**src/rtl/core/vfre_pkg.sv**
```systemverilog
// shared types, constants and helpers of the frame rate estimator
`timescale 1ns / 1ps
package vfre_pkg;

    localparam int TIME_BITS      = 48;
    localparam int RATE_FRAC_BITS = 8;
    localparam int RATE_W         = 11 + RATE_FRAC_BITS;
    localparam int PLAYER_W       = 10 + RATE_FRAC_BITS;
    localparam int THR_W          = 40;
    localparam int JTI_W          = 24;
    localparam int CNT_W          = 16;
    localparam int JCNT_W         = 8;
    localparam int PROD_W         = CNT_W + 20;
    localparam int NUM_W          = PROD_W + RATE_FRAC_BITS;
    localparam int CFG_W          = 24;
    localparam int CFG_IDX_W      = 1;
    localparam int ID_W           = 32;
    localparam int FIFO_DEPTH     = 4;
    localparam int FIFO_PTR_W     = 2;
    localparam int FIFO_CNT_W     = 3;

    typedef logic [TIME_BITS-1:0] time_t;
    typedef logic [RATE_W-1:0]    rate_t;

    localparam logic [CFG_IDX_W-1:0] CFG_PLAYER_FPS = 1'b0;
    localparam logic [CFG_IDX_W-1:0] CFG_JUMP_INIT  = 1'b1;

    localparam logic [JTI_W-1:0] JTI_RESET   = JTI_W'(700000);
    localparam logic [THR_W-1:0] THR_MAX     = '1;
    localparam logic [THR_W-1:0] THR_STEP    = THR_W'(1000000);
    localparam time_t            IDLE_GAP    = TIME_BITS'(500000);
    localparam time_t            JUMP_WINDOW = TIME_BITS'(5000000);
    localparam time_t            STEP_SLACK  = TIME_BITS'(1000);
    localparam logic [PROD_W-1:0] USEC_PER_S = PROD_W'(1000000);
    localparam logic [NUM_W-1:0] STEP_NUM    = NUM_W'(1000000) << RATE_FRAC_BITS;
    localparam logic [CNT_W-1:0] CNT_MAX     = '1;
    localparam logic [CNT_W-1:0] MIN_FRAMES  = CNT_W'(10);
    localparam logic [JCNT_W-1:0] JCNT_MAX   = '1;
    localparam logic [JCNT_W-1:0] JCNT_LIMIT = JCNT_W'(5);

    localparam rate_t RATE_MAX = '1;
    localparam rate_t Q_1   = rate_t'(1)   << RATE_FRAC_BITS;
    localparam rate_t Q_27  = rate_t'(27)  << RATE_FRAC_BITS;
    localparam rate_t Q_30  = rate_t'(30)  << RATE_FRAC_BITS;
    localparam rate_t Q_33  = rate_t'(33)  << RATE_FRAC_BITS;
    localparam rate_t Q_55  = rate_t'(55)  << RATE_FRAC_BITS;
    localparam rate_t Q_60  = rate_t'(60)  << RATE_FRAC_BITS;
    localparam rate_t Q_65  = rate_t'(65)  << RATE_FRAC_BITS;
    localparam rate_t Q_120 = rate_t'(120) << RATE_FRAC_BITS;
    localparam rate_t Q_480 = rate_t'(480) << RATE_FRAC_BITS;
    localparam rate_t Q_960 = rate_t'(960) << RATE_FRAC_BITS;

    typedef struct packed {
        logic              mode;
        time_t             timestamp_us;
        time_t             now_us;
        logic              frc_enable;
        logic              has_timestamp;
        logic [ID_W-1:0]   stream_id;
    } in_beat_t;

    typedef struct packed {
        rate_t             fps_q8;
        logic              playing;
        logic              authoritative;
        logic [ID_W-1:0]   report_stream;
        logic              last;
    } out_beat_t;

    typedef enum logic [1:0] {
        SEL_PTS,
        SEL_STEP,
        SEL_WALL
    } div_sel_t;

    typedef enum logic [3:0] {
        ST_IDLE,
        ST_PRE,
        ST_MUL,
        ST_PTS,
        ST_PTS_W,
        ST_STEP,
        ST_STEP_W,
        ST_WALL,
        ST_WALL_W,
        ST_POST,
        ST_FIN
    } state_t;

    typedef struct packed {
        logic     load;
        logic     pre;
        logic     mul;
        logic     div_start;
        div_sel_t sel;
        logic     post;
        logic     fin;
    } cmd_t;

    typedef struct packed {
        logic adv;
        logic need_pts;
        logic need_step;
        logic need_wall;
        logic div_done;
        logic room;
    } sts_t;

    // doubles a rate under frame rate conversion, saturating
    function automatic rate_t frc_rate(rate_t x, logic en);
        rate_t r;
        r = x;
        if (en)
        begin
            r = x[RATE_W-1] ? RATE_MAX : (x << 1);
        end
        return r;
    endfunction

endpackage

```
**src/rtl/core/vfre_div.sv**
```systemverilog
// restoring serial divider, one quotient bit per cycle, rate saturation
`timescale 1ns / 1ps
module vfre_div (
    input  logic                         clk,
    input  logic                         rst_n,
    input  logic                         start,
    input  logic [vfre_pkg::NUM_W-1:0]   num,
    input  vfre_pkg::time_t              den,
    output logic                         done,
    output vfre_pkg::rate_t              quo
);
    localparam int T   = vfre_pkg::TIME_BITS;
    localparam int N   = vfre_pkg::NUM_W;
    localparam int CW  = $clog2(N + 1);

    logic          busy_reg, busy_next;
    logic          done_reg, done_next;
    logic [CW-1:0] cnt_reg, cnt_next;
    logic [N-1:0]  num_reg, num_next;
    logic [N-1:0]  quo_reg, quo_next;
    logic [T-1:0]  rem_reg, rem_next;
    logic [T-1:0]  den_reg, den_next;
    logic [T:0]    shifted;

    always_comb
    begin
        busy_next = busy_reg;
        done_next = 1'b0;
        cnt_next  = cnt_reg;
        num_next  = num_reg;
        quo_next  = quo_reg;
        rem_next  = rem_reg;
        den_next  = den_reg;
        shifted   = {rem_reg, num_reg[N-1]};
        if (start)
        begin
            busy_next = 1'b1;
            cnt_next  = '0;
            num_next  = num;
            quo_next  = '0;
            rem_next  = '0;
            den_next  = den;
        end
        else if (busy_reg)
        begin
            num_next = num_reg << 1;
            if (shifted >= {1'b0, den_reg})
            begin
                rem_next = T'(shifted - {1'b0, den_reg});
                quo_next = {quo_reg[N-2:0], 1'b1};
            end
            else
            begin
                rem_next = shifted[T-1:0];
                quo_next = {quo_reg[N-2:0], 1'b0};
            end
            cnt_next = cnt_reg + CW'(1);
            if (cnt_reg == CW'(N - 1))
            begin
                busy_next = 1'b0;
                done_next = 1'b1;
            end
        end
    end

    always_ff @(posedge clk or negedge rst_n)
    begin
        if (!rst_n)
        begin
            busy_reg <= 1'b0;
            done_reg <= 1'b0;
            cnt_reg  <= '0;
        end
        else
        begin
            busy_reg <= busy_next;
            done_reg <= done_next;
            cnt_reg  <= cnt_next;
        end
    end

    always_ff @(posedge clk)
    begin
        num_reg <= num_next;
        quo_reg <= quo_next;
        rem_reg <= rem_next;
        den_reg <= den_next;
    end

    assign done = done_reg;
    assign quo  = (quo_reg > N'(vfre_pkg::RATE_MAX)) ? vfre_pkg::RATE_MAX
                                                     : quo_reg[vfre_pkg::RATE_W-1:0];

    // a result only appears after a running division
    a_done_after_busy: assert property (@(posedge clk) disable iff (!rst_n)
        done |-> $past(busy_reg)) else $error("divider done without work");
    a_no_restart: assert property (@(posedge clk) disable iff (!rst_n)
        busy_reg && !start |=> busy_reg || done) else $error("divider lost work");
    a_rem_bound: assert property (@(posedge clk) disable iff (!rst_n)
        busy_reg && !start |-> rem_reg < den_reg) else $error("remainder out of range");

endmodule

```
**src/rtl/core/vfre_datapath.sv**
```systemverilog
// estimator state, per-frame update, rate division and result staging
`timescale 1ns / 1ps
module vfre_datapath (
    input  logic                             clk,
    input  logic                             rst_n,
    input  vfre_pkg::cmd_t                   cmd,
    output vfre_pkg::sts_t                   sts,
    input  vfre_pkg::in_beat_t               in_data,
    input  logic                             cfg_we,
    input  logic [vfre_pkg::CFG_IDX_W-1:0]   cfg_index,
    input  logic [vfre_pkg::CFG_W-1:0]       cfg_data,
    input  logic                             room,
    output logic                             push,
    output vfre_pkg::out_beat_t              push_data
);
    localparam int T  = vfre_pkg::TIME_BITS;
    localparam int F  = vfre_pkg::RATE_FRAC_BITS;
    localparam int RW = vfre_pkg::RATE_W;
    localparam int CW = vfre_pkg::CNT_W;

    // configuration
    logic [vfre_pkg::PLAYER_W-1:0] player_reg, player_next;
    logic [vfre_pkg::JTI_W-1:0]    jti_reg, jti_next;

    // estimator state
    vfre_pkg::rate_t              lsr_reg, lsr_next;
    logic [vfre_pkg::THR_W-1:0]   jt_reg, jt_next;
    logic [vfre_pkg::JCNT_W-1:0]  jc_reg, jc_next;
    vfre_pkg::time_t              jws_reg, jws_next;
    vfre_pkg::time_t              lqt_reg, lqt_next;
    logic                         fw_reg, fw_next;
    logic                         rr_reg, rr_next;
    logic [CW-1:0]                tf_reg, tf_next;
    logic [CW-1:0]                wf_reg, wf_next;
    vfre_pkg::rate_t              cr_reg, cr_next;
    vfre_pkg::rate_t              rbp_reg, rbp_next;
    vfre_pkg::rate_t              rbw_reg, rbw_next;
    vfre_pkg::time_t              wws_reg, wws_next;
    vfre_pkg::time_t              pp_reg, pp_next;
    vfre_pkg::time_t              wsp_reg, wsp_next;
    vfre_pkg::time_t              fs_reg, fs_next;
    vfre_pkg::time_t              ms_reg, ms_next;
    logic [CW-1:0]                hits_reg, hits_next;

    // per-item work registers
    vfre_pkg::in_beat_t           in_reg;
    logic                         fc_reg, fc_next;
    logic [CW-1:0]                count_reg, count_next;
    vfre_pkg::time_t              span_reg, span_next;
    vfre_pkg::time_t              wspan_reg, wspan_next;
    logic [vfre_pkg::NUM_W-1:0]   num_reg, num_next;
    logic                         adv_reg, adv_next;
    logic                         npts_reg, npts_next;
    logic                         nstep_reg, nstep_next;
    logic                         nwall_reg, nwall_next;
    logic                         pend_v_reg, pend_v_next;
    vfre_pkg::out_beat_t          pend_reg, pend_next;

    // divider
    logic                         div_done;
    vfre_pkg::rate_t              div_quo;
    logic [vfre_pkg::NUM_W-1:0]   div_num;
    vfre_pkg::time_t              div_den;

    // combinational per-item values
    vfre_pkg::time_t              ts, now_t, pp_e, fs_e, wws_e, wsp_e, diff, jws_e;
    logic                         frc, fc, resend, do_clear, adv_c;
    logic [CW-1:0]                tf1, wf1;
    logic [vfre_pkg::JCNT_W-1:0]  jc1;
    logic [CW+F-1:0]              wq;
    logic [CW+F-1:0]              cr2, cr3;
    logic                         e1_v, e2_v, ep_v;
    vfre_pkg::out_beat_t          e1_d, e2_d, ep_d;
    vfre_pkg::rate_t              rbp_s, chosen, dwp, dcc;
    logic                         use_wall;
    logic [vfre_pkg::PROD_W-1:0]  prod;

    vfre_div u_div (
        .clk   (clk),
        .rst_n (rst_n),
        .start (cmd.div_start),
        .num   (div_num),
        .den   (div_den),
        .done  (div_done),
        .quo   (div_quo)
    );

    always_comb
    begin
        unique case (cmd.sel)
            vfre_pkg::SEL_PTS:
            begin
                div_num = num_reg;
                div_den = span_reg;
            end
            vfre_pkg::SEL_STEP:
            begin
                div_num = vfre_pkg::STEP_NUM;
                div_den = ms_reg;
            end
            vfre_pkg::SEL_WALL:
            begin
                div_num = num_reg;
                div_den = wspan_reg;
            end
            default:
            begin
                div_num = num_reg;
                div_den = wspan_reg;
            end
        endcase
    end

    // per-item update
    always_comb
    begin
        player_next = player_reg;
        jti_next    = jti_reg;
        lsr_next = lsr_reg;   jt_next  = jt_reg;   jc_next  = jc_reg;
        jws_next = jws_reg;   lqt_next = lqt_reg;  fw_next  = fw_reg;
        rr_next  = rr_reg;    tf_next  = tf_reg;   wf_next  = wf_reg;
        cr_next  = cr_reg;    rbp_next = rbp_reg;  rbw_next = rbw_reg;
        wws_next = wws_reg;   pp_next  = pp_reg;   wsp_next = wsp_reg;
        fs_next  = fs_reg;    ms_next  = ms_reg;   hits_next = hits_reg;
        fc_next    = fc_reg;
        count_next = count_reg;
        span_next  = span_reg;
        wspan_next = wspan_reg;
        num_next   = num_reg;
        adv_next   = adv_reg;
        npts_next  = npts_reg;
        nstep_next = nstep_reg;
        nwall_next = nwall_reg;
        do_clear = 1'b0;
        adv_c    = 1'b0;
        e1_v = 1'b0;
        e2_v = 1'b0;
        ep_v = 1'b0;
        e1_d = '0;
        e2_d = '0;
        ep_d = '0;

        ts    = in_reg.timestamp_us;
        now_t = in_reg.now_us;
        frc   = in_reg.frc_enable;
        fc    = frc ^ fw_reg;
        resend = (lsr_reg != '0) && (now_t >= lqt_reg) && ((now_t - lqt_reg) >= vfre_pkg::IDLE_GAP);
        tf1 = (tf_reg == vfre_pkg::CNT_MAX) ? tf_reg : tf_reg + CW'(1);
        wf1 = (wf_reg == vfre_pkg::CNT_MAX) ? wf_reg : wf_reg + CW'(1);
        pp_e  = (wf1 == CW'(1)) ? ts : pp_reg;
        fs_e  = (wf1 == CW'(1)) ? ts - pp_reg : fs_reg;
        wws_e = (wf1 == CW'(1)) ? now_t : wws_reg;
        wsp_e = (wf1 == CW'(1)) ? ts : wsp_reg;
        diff  = (ts >= pp_e) ? ts - pp_e : pp_e - ts;
        jc1   = (jc_reg == vfre_pkg::JCNT_MAX) ? jc_reg : jc_reg + vfre_pkg::JCNT_W'(1);
        jws_e = (jws_reg == '0) ? now_t : jws_reg;
        wq    = {wf1, F'(0)};
        cr2   = (CW+F)'(cr_reg) << 1;
        cr3   = cr2 + (CW+F)'(cr_reg);
        prod  = vfre_pkg::PROD_W'(count_reg) * vfre_pkg::USEC_PER_S;

        // rate selection after the divisions
        if (rbp_reg >= vfre_pkg::Q_27 && rbp_reg <= vfre_pkg::Q_33)
        begin
            rbp_s = vfre_pkg::Q_30;
        end
        else if (rbp_reg >= vfre_pkg::Q_55 && rbp_reg <= vfre_pkg::Q_65)
        begin
            rbp_s = vfre_pkg::Q_60;
        end
        else if (rbp_reg > vfre_pkg::Q_960)
        begin
            rbp_s = vfre_pkg::Q_960;
        end
        else
        begin
            rbp_s = rbp_reg;
        end
        dwp = (rbw_reg >= rbp_s) ? rbw_reg - rbp_s : rbp_s - rbw_reg;
        use_wall = (rbp_s >= vfre_pkg::Q_120 && rbp_s <= vfre_pkg::Q_480 && dwp >= vfre_pkg::Q_30)
                || (rbp_s > vfre_pkg::Q_480 && rbp_s <= vfre_pkg::Q_960 && dwp >= vfre_pkg::Q_60);
        chosen = use_wall ? rbw_reg : rbp_s;
        dcc = (chosen >= cr_reg) ? chosen - cr_reg : cr_reg - chosen;

        if (cfg_we)
        begin
            if (cfg_index == vfre_pkg::CFG_PLAYER_FPS)
            begin
                player_next = cfg_data[vfre_pkg::PLAYER_W-1:0];
            end
            else if (cfg_index == vfre_pkg::CFG_JUMP_INIT)
            begin
                jti_next = cfg_data[vfre_pkg::JTI_W-1:0];
                jt_next  = vfre_pkg::THR_W'(cfg_data[vfre_pkg::JTI_W-1:0]);
            end
        end

        if (cmd.pre)
        begin
            fc_next    = fc;
            nwall_next = 1'b0;
            npts_next  = 1'b0;
            nstep_next = 1'b0;
            if (in_reg.mode)
            begin
                // stop: final report, then a clean estimator
                e2_v = (lsr_reg != '0);
                e2_d = '{lsr_reg, 1'b0, (player_reg != '0), in_reg.stream_id, 1'b0};
                lsr_next = '0;
                do_clear = 1'b1;
            end
            else if (in_reg.has_timestamp)
            begin
                e1_v = resend;
                e1_d = '{vfre_pkg::frc_rate(lsr_reg, frc), 1'b1, 1'b1, in_reg.stream_id, 1'b0};
                lqt_next = now_t;
                fw_next  = frc;
                tf_next  = tf1;
                wf_next  = wf1;
                if (ts == '0 && rr_reg && tf1 > vfre_pkg::MIN_FRAMES)
                begin
                    e2_v = (lsr_reg != '0);
                    e2_d = '{lsr_reg, 1'b0, (player_reg != '0), in_reg.stream_id, 1'b0};
                    lsr_next = '0;
                    do_clear = 1'b1;
                end
                else if (player_reg != '0)
                begin
                    if (!rr_reg || fc)
                    begin
                        e2_v = 1'b1;
                        e2_d = '{vfre_pkg::frc_rate(RW'(player_reg), frc), 1'b1, 1'b1,
                                 in_reg.stream_id, 1'b0};
                        cr_next  = RW'(player_reg);
                        lsr_next = RW'(player_reg);
                        rr_next  = 1'b1;
                        wf_next  = '0;
                    end
                end
                else if (ts == '0)
                begin
                    wf_next = '0;
                end
                else if (wf1 == CW'(1) && !(ts > pp_reg && pp_reg != '0))
                begin
                    pp_next = ts;
                    wf_next = '0;
                end
                else
                begin
                    if (wf1 == CW'(1))
                    begin
                        fs_next  = fs_e;
                        wws_next = now_t;
                        pp_next  = ts;
                        wsp_next = ts;
                    end
                    if (64'(diff) >= 64'(jt_reg))
                    begin
                        // timestamp jump
                        do_clear = 1'b1;
                        if (jc1 > vfre_pkg::JCNT_LIMIT && now_t >= jws_e
                            && (now_t - jws_e) > vfre_pkg::JUMP_WINDOW)
                        begin
                            jt_next  = (jt_reg > vfre_pkg::THR_MAX - vfre_pkg::THR_STEP)
                                       ? vfre_pkg::THR_MAX : jt_reg + vfre_pkg::THR_STEP;
                            jc_next  = '0;
                            jws_next = '0;
                        end
                        else
                        begin
                            jc_next  = jc1;
                            jws_next = jws_e;
                        end
                    end
                    else
                    begin
                        // smallest step tracking
                        if (ms_reg == '0)
                        begin
                            ms_next = diff;
                        end
                        else if (diff > ms_reg)
                        begin
                            if (diff - ms_reg == vfre_pkg::STEP_SLACK)
                            begin
                                hits_next = (hits_reg == vfre_pkg::CNT_MAX) ? hits_reg
                                            : hits_reg + CW'(1);
                            end
                        end
                        else if (diff == ms_reg)
                        begin
                            hits_next = (hits_reg == vfre_pkg::CNT_MAX) ? hits_reg
                                        : hits_reg + CW'(1);
                        end
                        else
                        begin
                            ms_next   = diff;
                            hits_next = CW'(1);
                        end

                        adv_c = fc;
                        if (ts > pp_e)
                        begin
                            if ((ts - pp_e == fs_e || fs_e == '0) && wq >= cr2)
                            begin
                                adv_c = 1'b1;
                            end
                            if (!rr_reg && wq >= cr3)
                            begin
                                adv_c = 1'b1;
                            end
                        end
                        pp_next = ts;
                        if (adv_c)
                        begin
                            span_next  = ts - wsp_e;
                            wspan_next = now_t - wws_e;
                            count_next = wf1 - CW'(1);
                            wf_next    = '0;
                            wsp_next   = ts;
                            wws_next   = now_t;
                            rbw_next   = (wf1 != CW'(1)) ? vfre_pkg::RATE_MAX : '0;
                            if (hits_next != '0)
                            begin
                                nstep_next = (ms_next != '0);
                                if (ms_next == '0)
                                begin
                                    rbp_next = '0;
                                end
                            end
                            else
                            begin
                                npts_next = (ts != wsp_e);
                            end
                            nwall_next = (now_t != wws_e);
                        end
                    end
                end
            end
            adv_next = adv_c;
        end

        if (cmd.mul)
        begin
            num_next = {prod, F'(0)};
        end

        if (div_done)
        begin
            unique case (cmd.sel)
                vfre_pkg::SEL_PTS:  rbp_next = div_quo;
                vfre_pkg::SEL_STEP: rbp_next = div_quo;
                vfre_pkg::SEL_WALL: rbw_next = div_quo;
                default:            rbw_next = rbw_reg;
            endcase
        end

        if (cmd.post)
        begin
            rbp_next = rbp_s;
            if (rbw_reg != '0 || rbp_s != '0)
            begin
                if ((chosen != '0 && !rr_reg) || dcc >= vfre_pkg::Q_1 || fc_reg)
                begin
                    ep_v = 1'b1;
                    ep_d = '{vfre_pkg::frc_rate(chosen, in_reg.frc_enable), 1'b1, 1'b0,
                             in_reg.stream_id, 1'b0};
                    rr_next  = 1'b1;
                    cr_next  = chosen;
                    lsr_next = chosen;
                end
                else
                begin
                    lsr_next = cr_reg;
                end
            end
        end

        if (do_clear)
        begin
            rr_next = 1'b0;   tf_next = '0;    wf_next = '0;
            cr_next = vfre_pkg::Q_30;
            rbp_next = '0;    rbw_next = '0;   wws_next = '0;
            pp_next = '0;     wsp_next = '0;   fs_next = '0;
            ms_next = '0;     hits_next = '0;
        end
    end

    // result staging: the newest result waits so its last flag can be set
    always_comb
    begin
        push        = 1'b0;
        push_data   = pend_reg;
        pend_v_next = pend_v_reg;
        pend_next   = pend_reg;
        if (cmd.pre)
        begin
            if (e1_v && e2_v)
            begin
                push        = 1'b1;
                push_data   = e1_d;
                pend_v_next = 1'b1;
                pend_next   = e2_d;
            end
            else if (e1_v)
            begin
                pend_v_next = 1'b1;
                pend_next   = e1_d;
            end
            else if (e2_v)
            begin
                pend_v_next = 1'b1;
                pend_next   = e2_d;
            end
        end
        else if (cmd.post && ep_v)
        begin
            push        = pend_v_reg;
            push_data   = pend_reg;
            pend_v_next = 1'b1;
            pend_next   = ep_d;
        end
        else if (cmd.fin && pend_v_reg)
        begin
            push           = 1'b1;
            push_data      = pend_reg;
            push_data.last = 1'b1;
            pend_v_next    = 1'b0;
        end
    end

    always_ff @(posedge clk or negedge rst_n)
    begin
        if (!rst_n)
        begin
            player_reg <= '0;
            jti_reg    <= vfre_pkg::JTI_RESET;
            lsr_reg    <= '0;
            jt_reg     <= vfre_pkg::THR_W'(vfre_pkg::JTI_RESET);
            jc_reg     <= '0;
            jws_reg    <= '0;
            lqt_reg    <= '0;
            fw_reg     <= 1'b0;
            rr_reg     <= 1'b0;
            tf_reg     <= '0;
            wf_reg     <= '0;
            cr_reg     <= vfre_pkg::Q_30;
            rbp_reg    <= '0;
            rbw_reg    <= '0;
            wws_reg    <= '0;
            pp_reg     <= '0;
            wsp_reg    <= '0;
            fs_reg     <= '0;
            ms_reg     <= '0;
            hits_reg   <= '0;
            pend_v_reg <= 1'b0;
            adv_reg    <= 1'b0;
            npts_reg   <= 1'b0;
            nstep_reg  <= 1'b0;
            nwall_reg  <= 1'b0;
            fc_reg     <= 1'b0;
        end
        else
        begin
            player_reg <= player_next;
            jti_reg    <= jti_next;
            lsr_reg    <= lsr_next;
            jt_reg     <= jt_next;
            jc_reg     <= jc_next;
            jws_reg    <= jws_next;
            lqt_reg    <= lqt_next;
            fw_reg     <= fw_next;
            rr_reg     <= rr_next;
            tf_reg     <= tf_next;
            wf_reg     <= wf_next;
            cr_reg     <= cr_next;
            rbp_reg    <= rbp_next;
            rbw_reg    <= rbw_next;
            wws_reg    <= wws_next;
            pp_reg     <= pp_next;
            wsp_reg    <= wsp_next;
            fs_reg     <= fs_next;
            ms_reg     <= ms_next;
            hits_reg   <= hits_next;
            pend_v_reg <= pend_v_next;
            adv_reg    <= adv_next;
            npts_reg   <= npts_next;
            nstep_reg  <= nstep_next;
            nwall_reg  <= nwall_next;
            fc_reg     <= fc_next;
        end
    end

    always_ff @(posedge clk)
    begin
        if (cmd.load)
        begin
            in_reg <= in_data;
        end
        pend_reg  <= pend_next;
        count_reg <= count_next;
        span_reg  <= span_next;
        wspan_reg <= wspan_next;
        num_reg   <= num_next;
    end

    assign sts.adv       = adv_c;
    assign sts.need_pts  = npts_reg;
    assign sts.need_step = nstep_reg;
    assign sts.need_wall = nwall_reg;
    assign sts.div_done  = div_done;
    assign sts.room      = room;

    // a stop leaves the rate estimate idle
    a_stop_clears: assert property (@(posedge clk) disable iff (!rst_n)
        cmd.pre && in_reg.mode |=> !rr_reg && lsr_reg == '0) else $error("stop left state");
    a_fin_flushes: assert property (@(posedge clk) disable iff (!rst_n)
        cmd.fin |=> !pend_v_reg) else $error("result left staged");
    a_step_div_nonzero: assert property (@(posedge clk) disable iff (!rst_n)
        cmd.div_start && cmd.sel == vfre_pkg::SEL_STEP |-> ms_reg != '0)
        else $error("division by zero step");

endmodule

```
**src/rtl/core/vfre_ctrl.sv**
```systemverilog
// sequencer for one item: update, multiply, up to two divisions, report
`timescale 1ns / 1ps
module vfre_ctrl (
    input  logic            clk,
    input  logic            rst_n,
    input  logic            in_valid,
    output logic            in_ready,
    input  vfre_pkg::sts_t  sts,
    output vfre_pkg::cmd_t  cmd
);
    vfre_pkg::state_t state_reg, state_next;

    always_comb
    begin
        state_next = state_reg;
        unique case (state_reg)
            vfre_pkg::ST_IDLE:
            begin
                if (in_valid && sts.room)
                begin
                    state_next = vfre_pkg::ST_PRE;
                end
            end
            vfre_pkg::ST_PRE:
            begin
                state_next = sts.adv ? vfre_pkg::ST_MUL : vfre_pkg::ST_FIN;
            end
            vfre_pkg::ST_MUL:
            begin
                priority if (sts.need_pts)
                begin
                    state_next = vfre_pkg::ST_PTS;
                end
                else if (sts.need_step)
                begin
                    state_next = vfre_pkg::ST_STEP;
                end
                else if (sts.need_wall)
                begin
                    state_next = vfre_pkg::ST_WALL;
                end
                else
                begin
                    state_next = vfre_pkg::ST_POST;
                end
            end
            vfre_pkg::ST_PTS:    state_next = vfre_pkg::ST_PTS_W;
            vfre_pkg::ST_STEP:   state_next = vfre_pkg::ST_STEP_W;
            vfre_pkg::ST_WALL:   state_next = vfre_pkg::ST_WALL_W;
            vfre_pkg::ST_PTS_W, vfre_pkg::ST_STEP_W:
            begin
                if (sts.div_done)
                begin
                    state_next = sts.need_wall ? vfre_pkg::ST_WALL : vfre_pkg::ST_POST;
                end
            end
            vfre_pkg::ST_WALL_W:
            begin
                if (sts.div_done)
                begin
                    state_next = vfre_pkg::ST_POST;
                end
            end
            vfre_pkg::ST_POST:   state_next = vfre_pkg::ST_FIN;
            vfre_pkg::ST_FIN:    state_next = vfre_pkg::ST_IDLE;
            default:             state_next = vfre_pkg::ST_IDLE;
        endcase
    end

    always_comb
    begin
        cmd      = '0;
        cmd.sel  = vfre_pkg::SEL_PTS;
        in_ready = 1'b0;
        unique case (state_reg)
            vfre_pkg::ST_IDLE:
            begin
                in_ready = sts.room;
                cmd.load = in_valid && sts.room;
            end
            vfre_pkg::ST_PRE:    cmd.pre = 1'b1;
            vfre_pkg::ST_MUL:    cmd.mul = 1'b1;
            vfre_pkg::ST_PTS:
            begin
                cmd.div_start = 1'b1;
                cmd.sel       = vfre_pkg::SEL_PTS;
            end
            vfre_pkg::ST_PTS_W:  cmd.sel = vfre_pkg::SEL_PTS;
            vfre_pkg::ST_STEP:
            begin
                cmd.div_start = 1'b1;
                cmd.sel       = vfre_pkg::SEL_STEP;
            end
            vfre_pkg::ST_STEP_W: cmd.sel = vfre_pkg::SEL_STEP;
            vfre_pkg::ST_WALL:
            begin
                cmd.div_start = 1'b1;
                cmd.sel       = vfre_pkg::SEL_WALL;
            end
            vfre_pkg::ST_WALL_W: cmd.sel = vfre_pkg::SEL_WALL;
            vfre_pkg::ST_POST:   cmd.post = 1'b1;
            vfre_pkg::ST_FIN:    cmd.fin = 1'b1;
            default:             cmd = '0;
        endcase
    end

    always_ff @(posedge clk or negedge rst_n)
    begin
        if (!rst_n)
        begin
            state_reg <= vfre_pkg::ST_IDLE;
        end
        else
        begin
            state_reg <= state_next;
        end
    end

    a_accept_leaves_idle: assert property (@(posedge clk) disable iff (!rst_n)
        in_valid && in_ready |=> state_reg == vfre_pkg::ST_PRE) else $error("accept lost");
    a_single_cmd: assert property (@(posedge clk) disable iff (!rst_n)
        $onehot0({cmd.pre, cmd.mul, cmd.div_start, cmd.post, cmd.fin}))
        else $error("overlapping commands");
    a_fin_to_idle: assert property (@(posedge clk) disable iff (!rst_n)
        cmd.fin |=> state_reg == vfre_pkg::ST_IDLE) else $error("fin did not end item");

endmodule

```
**src/rtl/core/video_frame_rate_estimator_unit.sv**
```systemverilog
// top level of the video frame rate estimator with its result queue
`timescale 1ns / 1ps
// Frame rate estimator: each frame beat (mode 0) updates window counts,
// smallest-step tracking and timestamp jump detection, and may produce up to
// two report beats; a stop beat (mode 1) reports the last rate as stopped and
// clears the estimator. An item that closes no window goes through the update
// and finish steps only; one that closes a window also goes through the
// multiply, each serial division it needs (timestamp or step rate, and wall
// rate) and the report step; a beat is taken only once the last is done. The
// single shared divider, restoring, one quotient bit per cycle over 44 bits.
// Reports go through a four-deep queue, so new beats are
// taken while earlier reports still wait at the output; a beat is taken only
// when the queue has room for the two reports it may cause. Rates are Q11.8,
// config writes are accepted any time the block is idle.
module video_frame_rate_estimator_unit (
    input  logic                             clk,
    input  logic                             rst_n,
    input  logic                             in_valid,
    output logic                             in_ready,
    input  vfre_pkg::in_beat_t               in_data,
    output logic                             out_valid,
    input  logic                             out_ready,
    output vfre_pkg::out_beat_t              out_data,
    input  logic                             cfg_we,
    input  logic [vfre_pkg::CFG_IDX_W-1:0]   cfg_index,
    input  logic [vfre_pkg::CFG_W-1:0]       cfg_data
);
    localparam int PW = vfre_pkg::FIFO_PTR_W;
    localparam int QW = vfre_pkg::FIFO_CNT_W;

    vfre_pkg::cmd_t      cmd;
    vfre_pkg::sts_t      sts;
    logic                push;
    vfre_pkg::out_beat_t push_data;
    logic                room;
    logic                pop;

    // report queue
    vfre_pkg::out_beat_t fifo_reg [vfre_pkg::FIFO_DEPTH];
    logic [PW-1:0]       wr_reg, wr_next;
    logic [PW-1:0]       rd_reg, rd_next;
    logic [QW-1:0]       cnt_reg, cnt_next;

    vfre_ctrl u_ctrl (
        .clk      (clk),
        .rst_n    (rst_n),
        .in_valid (in_valid),
        .in_ready (in_ready),
        .sts      (sts),
        .cmd      (cmd)
    );

    vfre_datapath u_dp (
        .clk       (clk),
        .rst_n     (rst_n),
        .cmd       (cmd),
        .sts       (sts),
        .in_data   (in_data),
        .cfg_we    (cfg_we),
        .cfg_index (cfg_index),
        .cfg_data  (cfg_data),
        .room      (room),
        .push      (push),
        .push_data (push_data)
    );

    // room for the two reports a beat can cause
    assign room      = cnt_reg <= QW'(vfre_pkg::FIFO_DEPTH - 2);
    assign out_valid = cnt_reg != '0;
    assign out_data  = fifo_reg[rd_reg];
    assign pop       = out_valid && out_ready;

    always_comb
    begin
        wr_next  = push ? wr_reg + PW'(1) : wr_reg;
        rd_next  = pop ? rd_reg + PW'(1) : rd_reg;
        cnt_next = cnt_reg + QW'(push) - QW'(pop);
    end

    always_ff @(posedge clk or negedge rst_n)
    begin
        if (!rst_n)
        begin
            wr_reg  <= '0;
            rd_reg  <= '0;
            cnt_reg <= '0;
        end
        else
        begin
            wr_reg  <= wr_next;
            rd_reg  <= rd_next;
            cnt_reg <= cnt_next;
        end
    end

    always_ff @(posedge clk)
    begin
        if (push)
        begin
            fifo_reg[wr_reg] <= push_data;
        end
    end

    // the queue never overflows and its count tracks the pointers
    a_no_overflow: assert property (@(posedge clk) disable iff (!rst_n)
        push |-> cnt_reg < QW'(vfre_pkg::FIFO_DEPTH) || pop) else $error("queue overflow");
    a_cnt_bound: assert property (@(posedge clk) disable iff (!rst_n)
        cnt_reg <= QW'(vfre_pkg::FIFO_DEPTH)) else $error("queue count out of range");
    a_ptr_track: assert property (@(posedge clk) disable iff (!rst_n)
        PW'(cnt_reg) == PW'(wr_reg - rd_reg)) else $error("queue pointers disagree");

endmodule
```
**config.mk**
```make
export PLATFORM = sky130hd
export DESIGN_NAME = video_frame_rate_estimator_unit
export DESIGN_NICKNAME = d
export VERILOG_FILES = /design/src/rtl/core/vfre_pkg.sv /design/src/rtl/core/vfre_div.sv /design/src/rtl/core/vfre_datapath.sv /design/src/rtl/core/vfre_ctrl.sv /design/src/rtl/core/video_frame_rate_estimator_unit.sv
export SDC_FILE = /design/constraint.sdc
export NUM_CORES = 2
export LEC_CHECK = 0
export ABC_AREA = 1
export CAP_MARGIN = 10
export CELL_PAD_IN_SITES_DETAIL_PLACEMENT = 0
export CELL_PAD_IN_SITES_GLOBAL_PLACEMENT = 1
export CORE_MARGIN = 5
export CORE_UTILIZATION = 45
export CTS_CLUSTER_DIAMETER = 80
export CTS_CLUSTER_SIZE = 8
export DETAILED_ROUTE_END_ITERATION = 16
export DONT_BUFFER_PORTS = 1
export MAX_ROUTING_LAYER = met4
export PLACE_DENSITY_LB_ADDON = 0.1
export SYNTH_ARGS = -nofsm -noshare
export SYNTH_HDL_FRONTEND = slang
export SYNTH_SLANG_ARGS = --single-unit
```
**constraint.sdc**
```tcl
create_clock -name clk -period 20.7 [get_ports clk]
set_clock_uncertainty 0.2 [all_clocks]
set_input_delay 4.14 -clock clk [delete_from_list [all_inputs] [get_ports clk]]
set_output_delay 4.14 -clock clk [all_outputs]
set_load 0.1 [all_outputs]
```
### Word-level counts from Yosys, hierarchy flattened

Memories as Yosys holds them, arrays and structs flattened.
Index checks and enable logic that the tools add are counted.

| operators by class | value |
|---|---|
| add/subtract/negate cells | 25 |
| multiply operators | 1 |
| $lt $le $gt $ge | 31 |
| eq/ne operators | 35 |
| multiplexer cells | 313 |
| bitwise gates (word level) | 8 |
| reduce and logical (&&, ||, !) cells | 69 |

Operators with widths:

| cell | count |
|---|---|
| $mux W48 | 66 |
| $mux W19 | 58 |
| $mux W54 | 17 |
| $mux W16 | 39 |
| $mux W40 | 12 |
| $sub A48 B48 Y48 | 9 |
| $logic_not A48 Y1 | 5 |
| $ge A48 B48 Y1 | 3 |
| $gt A48 B48 Y1 | 3 |
| $mux W44 | 3 |
| $mux W1 | 103 |
| $eq A48 B48 Y1 | 2 |
| $ne A48 B48 Y1 | 2 |
| $pmux W48 S2 | 1 |
| $reduce_bool A48 Y1 | 2 |
| $reduce_bool A19 Y1 | 4 |
| $sub A19 B19 Y19 | 4 |
| $ge A49 B48 Y1 | 1 |
| $add A16 B1 Y16 const B | 3 |
| $eq A16 B16 Y1 const B | 3 |
| $eq A48 B10 Y1 const B | 1 |
| $ge A48 B19 Y1 const B | 1 |
| $ge A48 B40 Y1 | 1 |
| $gt A48 B23 Y1 const B | 1 |
| other kinds (66) | 138 |

| word-level totals | value |
|---|---|
| flip-flop bits (word level) | 1063 |
| RAM bits | 216 |
| bits of input ports | 161 |
| logic and storage cells | 533 |
| memories kept | 1 |

Memory list:

| memory | depth | bits a word | rd ports | clocked after Yosys merged registers in | write ports | line | source |
|---|---|---|---|---|---|---|---|
| fifo_reg | 4 | 54 | 1 | 0 | 1 | video_frame_rate_estimator_unit.sv:39 | `vfre_pkg::out_beat_t fifo_reg [vfre_pkg::FIFO_DEPTH];` |

### Longest topological paths before layout

| depth | value |
|---|---|
| depth in word-level cells | 34 |
| mapped depth | 73 |
| gate-level depth less buffers | 65 |

### Cells and area by module

From an unflattened synthesis, not the netlist that was laid out.

| unflattened totals | value |
|---|---|
| cells, all modules | 14789 |
| area total of the unflattened synthesis | 102813.6 um^2 |

By module, submodules not included:

| module | times used | cells each | area each (um^2) | sequential area each (um^2) |
|---|---|---|---|---|
| vfre_datapath | 1 | 12222 | 81715.9 | 23143.4 |
| vfre_div | 1 | 1755 | 11801.3 | 4804.6 |
| video_frame_rate_estimator_unit | 1 | 734 | 8881.0 | 6661.4 |
| vfre_ctrl | 1 | 78 | 415.4 | 100.1 |

### Worst setup path after synthesis

OpenSTA, ideal clock, no wires.

| timing | value |
|---|---|
| path kind | input to register |
| start | input port in_valid |
| end | register u_dp.in_reg, in the netlist u_dp.frc, enable pin |
| library setup time | 0.624 ns |
| data arrival time | 9.672 ns |
| data required time | 19.876 ns |
| setup slack | 10.204 ns |
| stages on the path | 2 |
| cell sequence | nand2_1 nor2_1 |

RTL lines:

| element | line | source |
|---|---|---|
| from (decl) | video_frame_rate_estimator_unit.sv:18 | `input logic in_valid,` |
| to (signal assigned) | vfre_datapath.sv:499 | `in_reg <= in_data;` |
| to (decl) | vfre_datapath.sv:46 | `vfre_pkg::in_beat_t in_reg;` |

### Final worst setup path

| timing | value |
|---|---|
| start | register u_dp.wf_reg[0] |
| end | register u_dp.wsp_reg[37] |

| on the way | value |
|---|---|
| longest elaborated chain between the ends | 29 |
| elaborated cells on any way between the ends | 58 |
| those cells by class | 3 x add/sub; 5 x order compare; 8 x eq/ne; 34 x mux; 8 x reduce/logical |

RTL lines:

| element | line | source |
|---|---|---|
| from (decl) | vfre_datapath.sv:34 | `logic [CW-1:0] wf_reg, wf_next;` |
| from (signal assigned) | vfre_datapath.sv:476 | `wf_reg <= wf_next;` |
| $add A16 B1 Y16 / $eq A16 B16 Y1 (equally long branches) | vfre_datapath.sv:149 | `wf1 = (wf_reg == vfre_pkg::CNT_MAX) ? wf_reg : wf_reg + CW'(1);` |
| $mux W16 * | vfre_datapath.sv:149 |  |
| $eq A16 B1 Y1 | -- |  |
| $mux W48 | vfre_datapath.sv:150 | `pp_e = (wf1 == CW'(1)) ? ts : pp_reg;` |
| $sub A48 B48 Y48 | vfre_datapath.sv:154, vfre_datapath.sv:305 |  |
| $eq A48 B48 Y1 | vfre_datapath.sv:305 | `if ((ts - pp_e == fs_e \|\| fs_e == '0) && wq >= cr2)` |
| $logic_or A1 B1 Y1 | vfre_datapath.sv:305 |  |
| $logic_and A1 B1 Y1 | vfre_datapath.sv:305 |  |
| [13 not listed] | -- |  |
| $mux W48 | vfre_datapath.sv:244 | `else if (wf1 == CW'(1) && !(ts > pp_reg && pp_reg != '0))` |
| $mux W48 | vfre_datapath.sv:240 | `else if (ts == '0)` |
| $mux W48 | vfre_datapath.sv:227 | `else if (player_reg != '0)` |
| $mux W48 | vfre_datapath.sv:220 | `if (ts == '0 && rr_reg && tf1 > vfre_pkg::MIN_FRAMES)` |
| $mux W48 | vfre_datapath.sv:212 | `else if (in_reg.has_timestamp)` |
| $mux W48 | vfre_datapath.sv:204 | `if (in_reg.mode)` |
| $mux W48 | vfre_datapath.sv:198 | `if (cmd.pre)` |
| $mux W48 | vfre_datapath.sv:380 | `if (do_clear)` |
| to (signal assigned) | vfre_datapath.sv:482 | `wsp_reg <= wsp_next;` |
| to (decl) | vfre_datapath.sv:40 | `vfre_pkg::time_t wsp_reg, wsp_next;` |

Mark *: on every way between the ends. The rest lies on a longest branch, timed or not. The select of a mux whose other input is x is not followed.
A chain may end at the register's enable or synchronous reset.

==> Flow_metrics.wiki <==
{| class="wikitable"
! Metric !! Value
|-
| Status || complete, but fails checks
|-
| Failing checks || max-capacitance violations
|-
| Final critical path time including I/O delays and setup || about 14 ns
|-
| Clock sink count || about 1,300
|-
| Number of flip-flops in the largest register || 216
|-
| Cell occurring most often along the worst timing path || sky130_fd_sc_hd__nand2_1
|-
| Path class of the lowest-slack min-delay path || register to register
|-
| Busiest layer in global routing || met2
|-
| Sequential cell area || 34,300 um2
|-
| Pin count of the biggest net entering global routing || 553
|-
| Post-synthesis sequential area ratio || between 30% and 40%
|-
| Max-capacitance violation count || 1
|-
| Period utilization || 67.2%
|-
| Layout area overhead || 8.89%
|-
| Floorplan die height || 484 um
|-
| DRT Wirelength || between 400,000 and 500,000 um
|-
| Number of buffers created by CTS || 187
|-
| Drt drc || 0
|-
| Placed Instance Area || 104,000 um2
|-
| X dimension of the die || approximately 480 um
|-
| Final Slew Violations || 0
|-
| Core area || 224,000 um2
|-
| Cell at the slowest stage of the critical path || sky130_fd_sc_hd__nor2_4
|-
| Net count after synthesis || 15,300
|-
| Count of distinct cell types in the synthesized netlist || 77
|-
| Buffers added on ports || 0
|-
| Area of the mapped netlist || 101,000 um2
|-
| Actual transition at the worst max-transition pin || 1.46 ns
|-
| Synth area leaders || sky130_fd_sc_hd__edfxtp_1, sky130_fd_sc_hd__nand2_1, sky130_fd_sc_hd__dfrtp_1
|-
| CTS hold repair buffers || 0
|-
| Count of flip-flops with a built-in enable after synthesis || 620
|-
| First-pass iteration count of the detailed router || 6
|-
| Kind of cell with the highest combined delay on the critical path || simple AND/OR/NAND/NOR gates
|-
| Final Hold Violating Endpoints || 0
|-
| Crit. End Element || register
|-
| Setup CP Type || register to register
|-
| Final core utilization || about half
|-
| Average cell area after synthesis || 7.06 um2
|-
| Clock root buffer || sky130_fd_sc_hd__clkbuf_16
|-
| H-tree Lvls || 4
|-
| Met1 GRT Util || a little under half
|-
| Site Rows || 174
|-
| Max clock buf depth || 3
|-
| Detailed router's first-iteration violation count || 9,911
|-
| Fill cell instance count of the final layout || 22,500
|-
| Sum of net half-perimeters after detailed placement || approximately 330,000 um
|-
| Library cell occupying the most area in the post-synthesis netlist || sky130_fd_sc_hd__edfxtp_1
|-
| Via count of the first global-routing pass || between 90,000 and 100k
|-
| Maximum fanout encountered on the critical timing path || 67
|-
| Area occupied by multi-input gates || approximately 57,000 um2
|-
| Top flip-flop cell by instance count after synthesis || sky130_fd_sc_hd__edfxtp_1
|-
| Data required time at the worst endpoint || 21.29 ns
|-
| Fraction of final layout cells with drive strength greater than 1 || approximately 4.3%
|-
| Clock tree from TritonCTS || built
|-
| Number of vias per cell || ~5.7
|-
| Proportion of register bits with asynchronous set or reset after synthesis || a little over two fifths
|-
| Count of nets after finishing || between 15,000 and 20,000
|-
| Wire length per cell || 23.7 um
|-
| Critical Path Max Stage Delay || 0.87 ns
|-
| Final weighted congestion of routability-driven global placement || 1.04
|-
| RSZ-0062 raised after global routing || no
|-
| Yosys Warn Count || 0
|-
| Number of primary I/O pins || 217
|-
| Maximum clock rate || slightly above 70 MHz
|-
| Data arrival at the endpoint of the critical path || approximately 14 ns
|-
| Tot GR Track Use || 34.8%
|-
| Crit path buf inv count || 12
|-
| Number of gates resized after CTS || 0
|-
| Buffer count from post-CTS setup fixing || 0
|-
| Clock edge transition at the registers on the reported setup and hold paths || 0.05 ns
|-
| CP startpoint kind || register
|-
| Count of mapped cells out of synthesis || 14,300
|-
| Effective utilization at floorplan || 45.1%
|-
| GRT Residual Overflow || 0
|-
| Number of register bits inferred by synthesis || 1,264
|-
| Number of placed instances with taps included || approximately 17,000
|-
| ANT nets after route || 0
|-
| Post-route standard cell area excluding fillers || 110,000 um2
|-
| Total via count after detailed routing || 98,900
|-
| Final setup viols || 0
|-
| Total die area || 234,000 um2
|-
| Met2 layer usage reported by global route || a little over half
|-
| Met3 usage || 6.16%
|-
| Number of antenna violations at the first check in global routing || 14
|-
| Setup TNS || 0 ns
|-
| Fraction of synthesized cell area taken by the top area cell type || 18.4%
|-
| Skew-Pair Late Insertion Delay || 0.87 ns
|-
| Worst slew slack as a fraction of its limit || 1.43%
|-
| First-pass GRT wire length || around 600,000 um
|-
| Final Non-Filler Cells || 17,300
|}
==> layout make-up <==
cell class / count / area share [%]
multi-input cells: 10500 / 52.2
well taps: 2992 / 3.40
diodes: 14 / 0.0318
clock inverters: 33 / 0.480
repair buffers: 112 / 0.819
inverters: 2082 / 7.11
flip-flops and latches: 1264 / 31.2
clock buffers: 311 / 4.75
==> cells in the final DEF (no fill, tap or decap), types with 23 or more instances in the layout <==
cell and n:
sky130_fd_sc_hd__nand2_1 4106, sky130_fd_sc_hd__o211ai_1 171, sky130_fd_sc_hd__xor2_1 266, sky130_fd_sc_hd__a22oi_1 52, sky130_fd_sc_hd__a21boi_0 29, sky130_fd_sc_hd__ha_1 715, sky130_fd_sc_hd__o22ai_2 54, sky130_fd_sc_hd__or2_2 23
sky130_fd_sc_hd__nand3_1 562, sky130_fd_sc_hd__a31oi_1 105, sky130_fd_sc_hd__dfxtp_1 92, sky130_fd_sc_hd__nor3_1 132, sky130_fd_sc_hd__dfrtp_1 538, sky130_fd_sc_hd__buf_4 109, sky130_fd_sc_hd__inv_1 2028, sky130_fd_sc_hd__a221oi_1 28
sky130_fd_sc_hd__xnor2_1 141, sky130_fd_sc_hd__nor2_1 1260, sky130_fd_sc_hd__a21oi_1 898, sky130_fd_sc_hd__nand3b_1 42, sky130_fd_sc_hd__nor4_1 80, sky130_fd_sc_hd__o21ai_1 71, sky130_fd_sc_hd__o22ai_1 149, sky130_fd_sc_hd__inv_2 34
sky130_fd_sc_hd__edfxtp_1 620, sky130_fd_sc_hd__clkbuf_16 190, sky130_fd_sc_hd__o211ai_2 57, sky130_fd_sc_hd__o21ai_0 939, sky130_fd_sc_hd__o31ai_1 62, sky130_fd_sc_hd__fa_1 63, sky130_fd_sc_hd__nand4_1 172, sky130_fd_sc_hd__o21bai_1 54
sky130_fd_sc_hd__a211oi_1 29, sky130_fd_sc_hd__clkbuf_1 119, sky130_fd_sc_hd__a21o_1 43, sky130_fd_sc_hd__o21a_1 48
==> logic make-up (layout without fill, tap and decap cells) <==
kind of cell             count (synthesis)  count (layout)  share of synthesized area, %
AND/OR/NAND/NOR                       6497            6497                          26.2
AO/OA/AOI/OAI                         2849            2849                          16.4
buffers and inverters                 2517            2538                          9.73
flip-flops                            1264            1264                          33.9
adder cells (fa/ha/maj)                778             778                          10.1
XOR/XNOR                               407             407                          3.53
multiplexers                             2               2                        0.0210
other                                    1              15                       0.00371
==> routing by layer <==
metal  up-vias  part of all wire (%)
met5         -                     0
met4         0                   4.5
met3       774                   7.7
met2      3946                    45
met1     47200                    43
li1      47000                     -
==> stage by stage <==
step / worst slack [ns] / hold slack [ns]
floorplan: 10.20 / 0.243
global placement: 7.48 / 0.256
detailed placement: 7.10 / 0.260
CTS: 7.11 / 0.275
global route: 6.01 / 0.284
finish: 6.80 / 0.271
==> Yosys cell counts (all sizes together), types with 203 or more instances <==
| master | count |
|---|---|
| nand2 | 4136 |
| inv | 2065 |
| nor2 | 1298 |
| o21ai | 1014 |
| a21oi | 901 |
| ha | 715 |
| edfxtp | 620 |
| nand3 | 573 |
| dfrtp | 539 |
| clkbuf | 293 |
| xor2 | 266 |
| o211ai | 228 |
| o22ai | 203 |
==> worst register-to-register path, delay by kind of cell, from the launching register on <==
kind | cells | cell delay, ns
simple gates | 27 | 5.46
buf+inv | 12 | 4.35
flops | 1 | 0.43
compound gates | 9 | 1.90
fa+ha+maj | 5 | 1.52
==> final timing paths <==
| kind | startpoint | to | slack [ns] | cells past startpoint |
|---|---|---|---|---|
| max | u_dp.wf_reg[0]$_DFFE_PN0P_ | u_dp.wsp_reg[37]$_DFFE_PN0P_ | 6.80 | 53 |
| min | u_dp.wws_reg[30]$_DFFE_PN0P_ | u_dp.wws_reg[30]$_DFFE_PN0P_ | 0.27 | 2 |
| max reg2reg | u_dp.wf_reg[0]$_DFFE_PN0P_ | u_dp.wsp_reg[37]$_DFFE_PN0P_ | 6.80 | 53 |
| min reg2reg | u_dp.wws_reg[30]$_DFFE_PN0P_ | u_dp.wws_reg[30]$_DFFE_PN0P_ | 0.27 | 2 |
| max in group asynchronous | rst_n | rd_reg[0]$_DFFE_PN0P_ | 15.47 | 2 |
| min in group asynchronous | rst_n | u_dp.jws_reg[18]$_DFFE_PN0P_ | 2.79 | 0 |
Power is not shown: default switching activity piles up to over one toggle a cycle in this logic, so the estimate is an artifact.
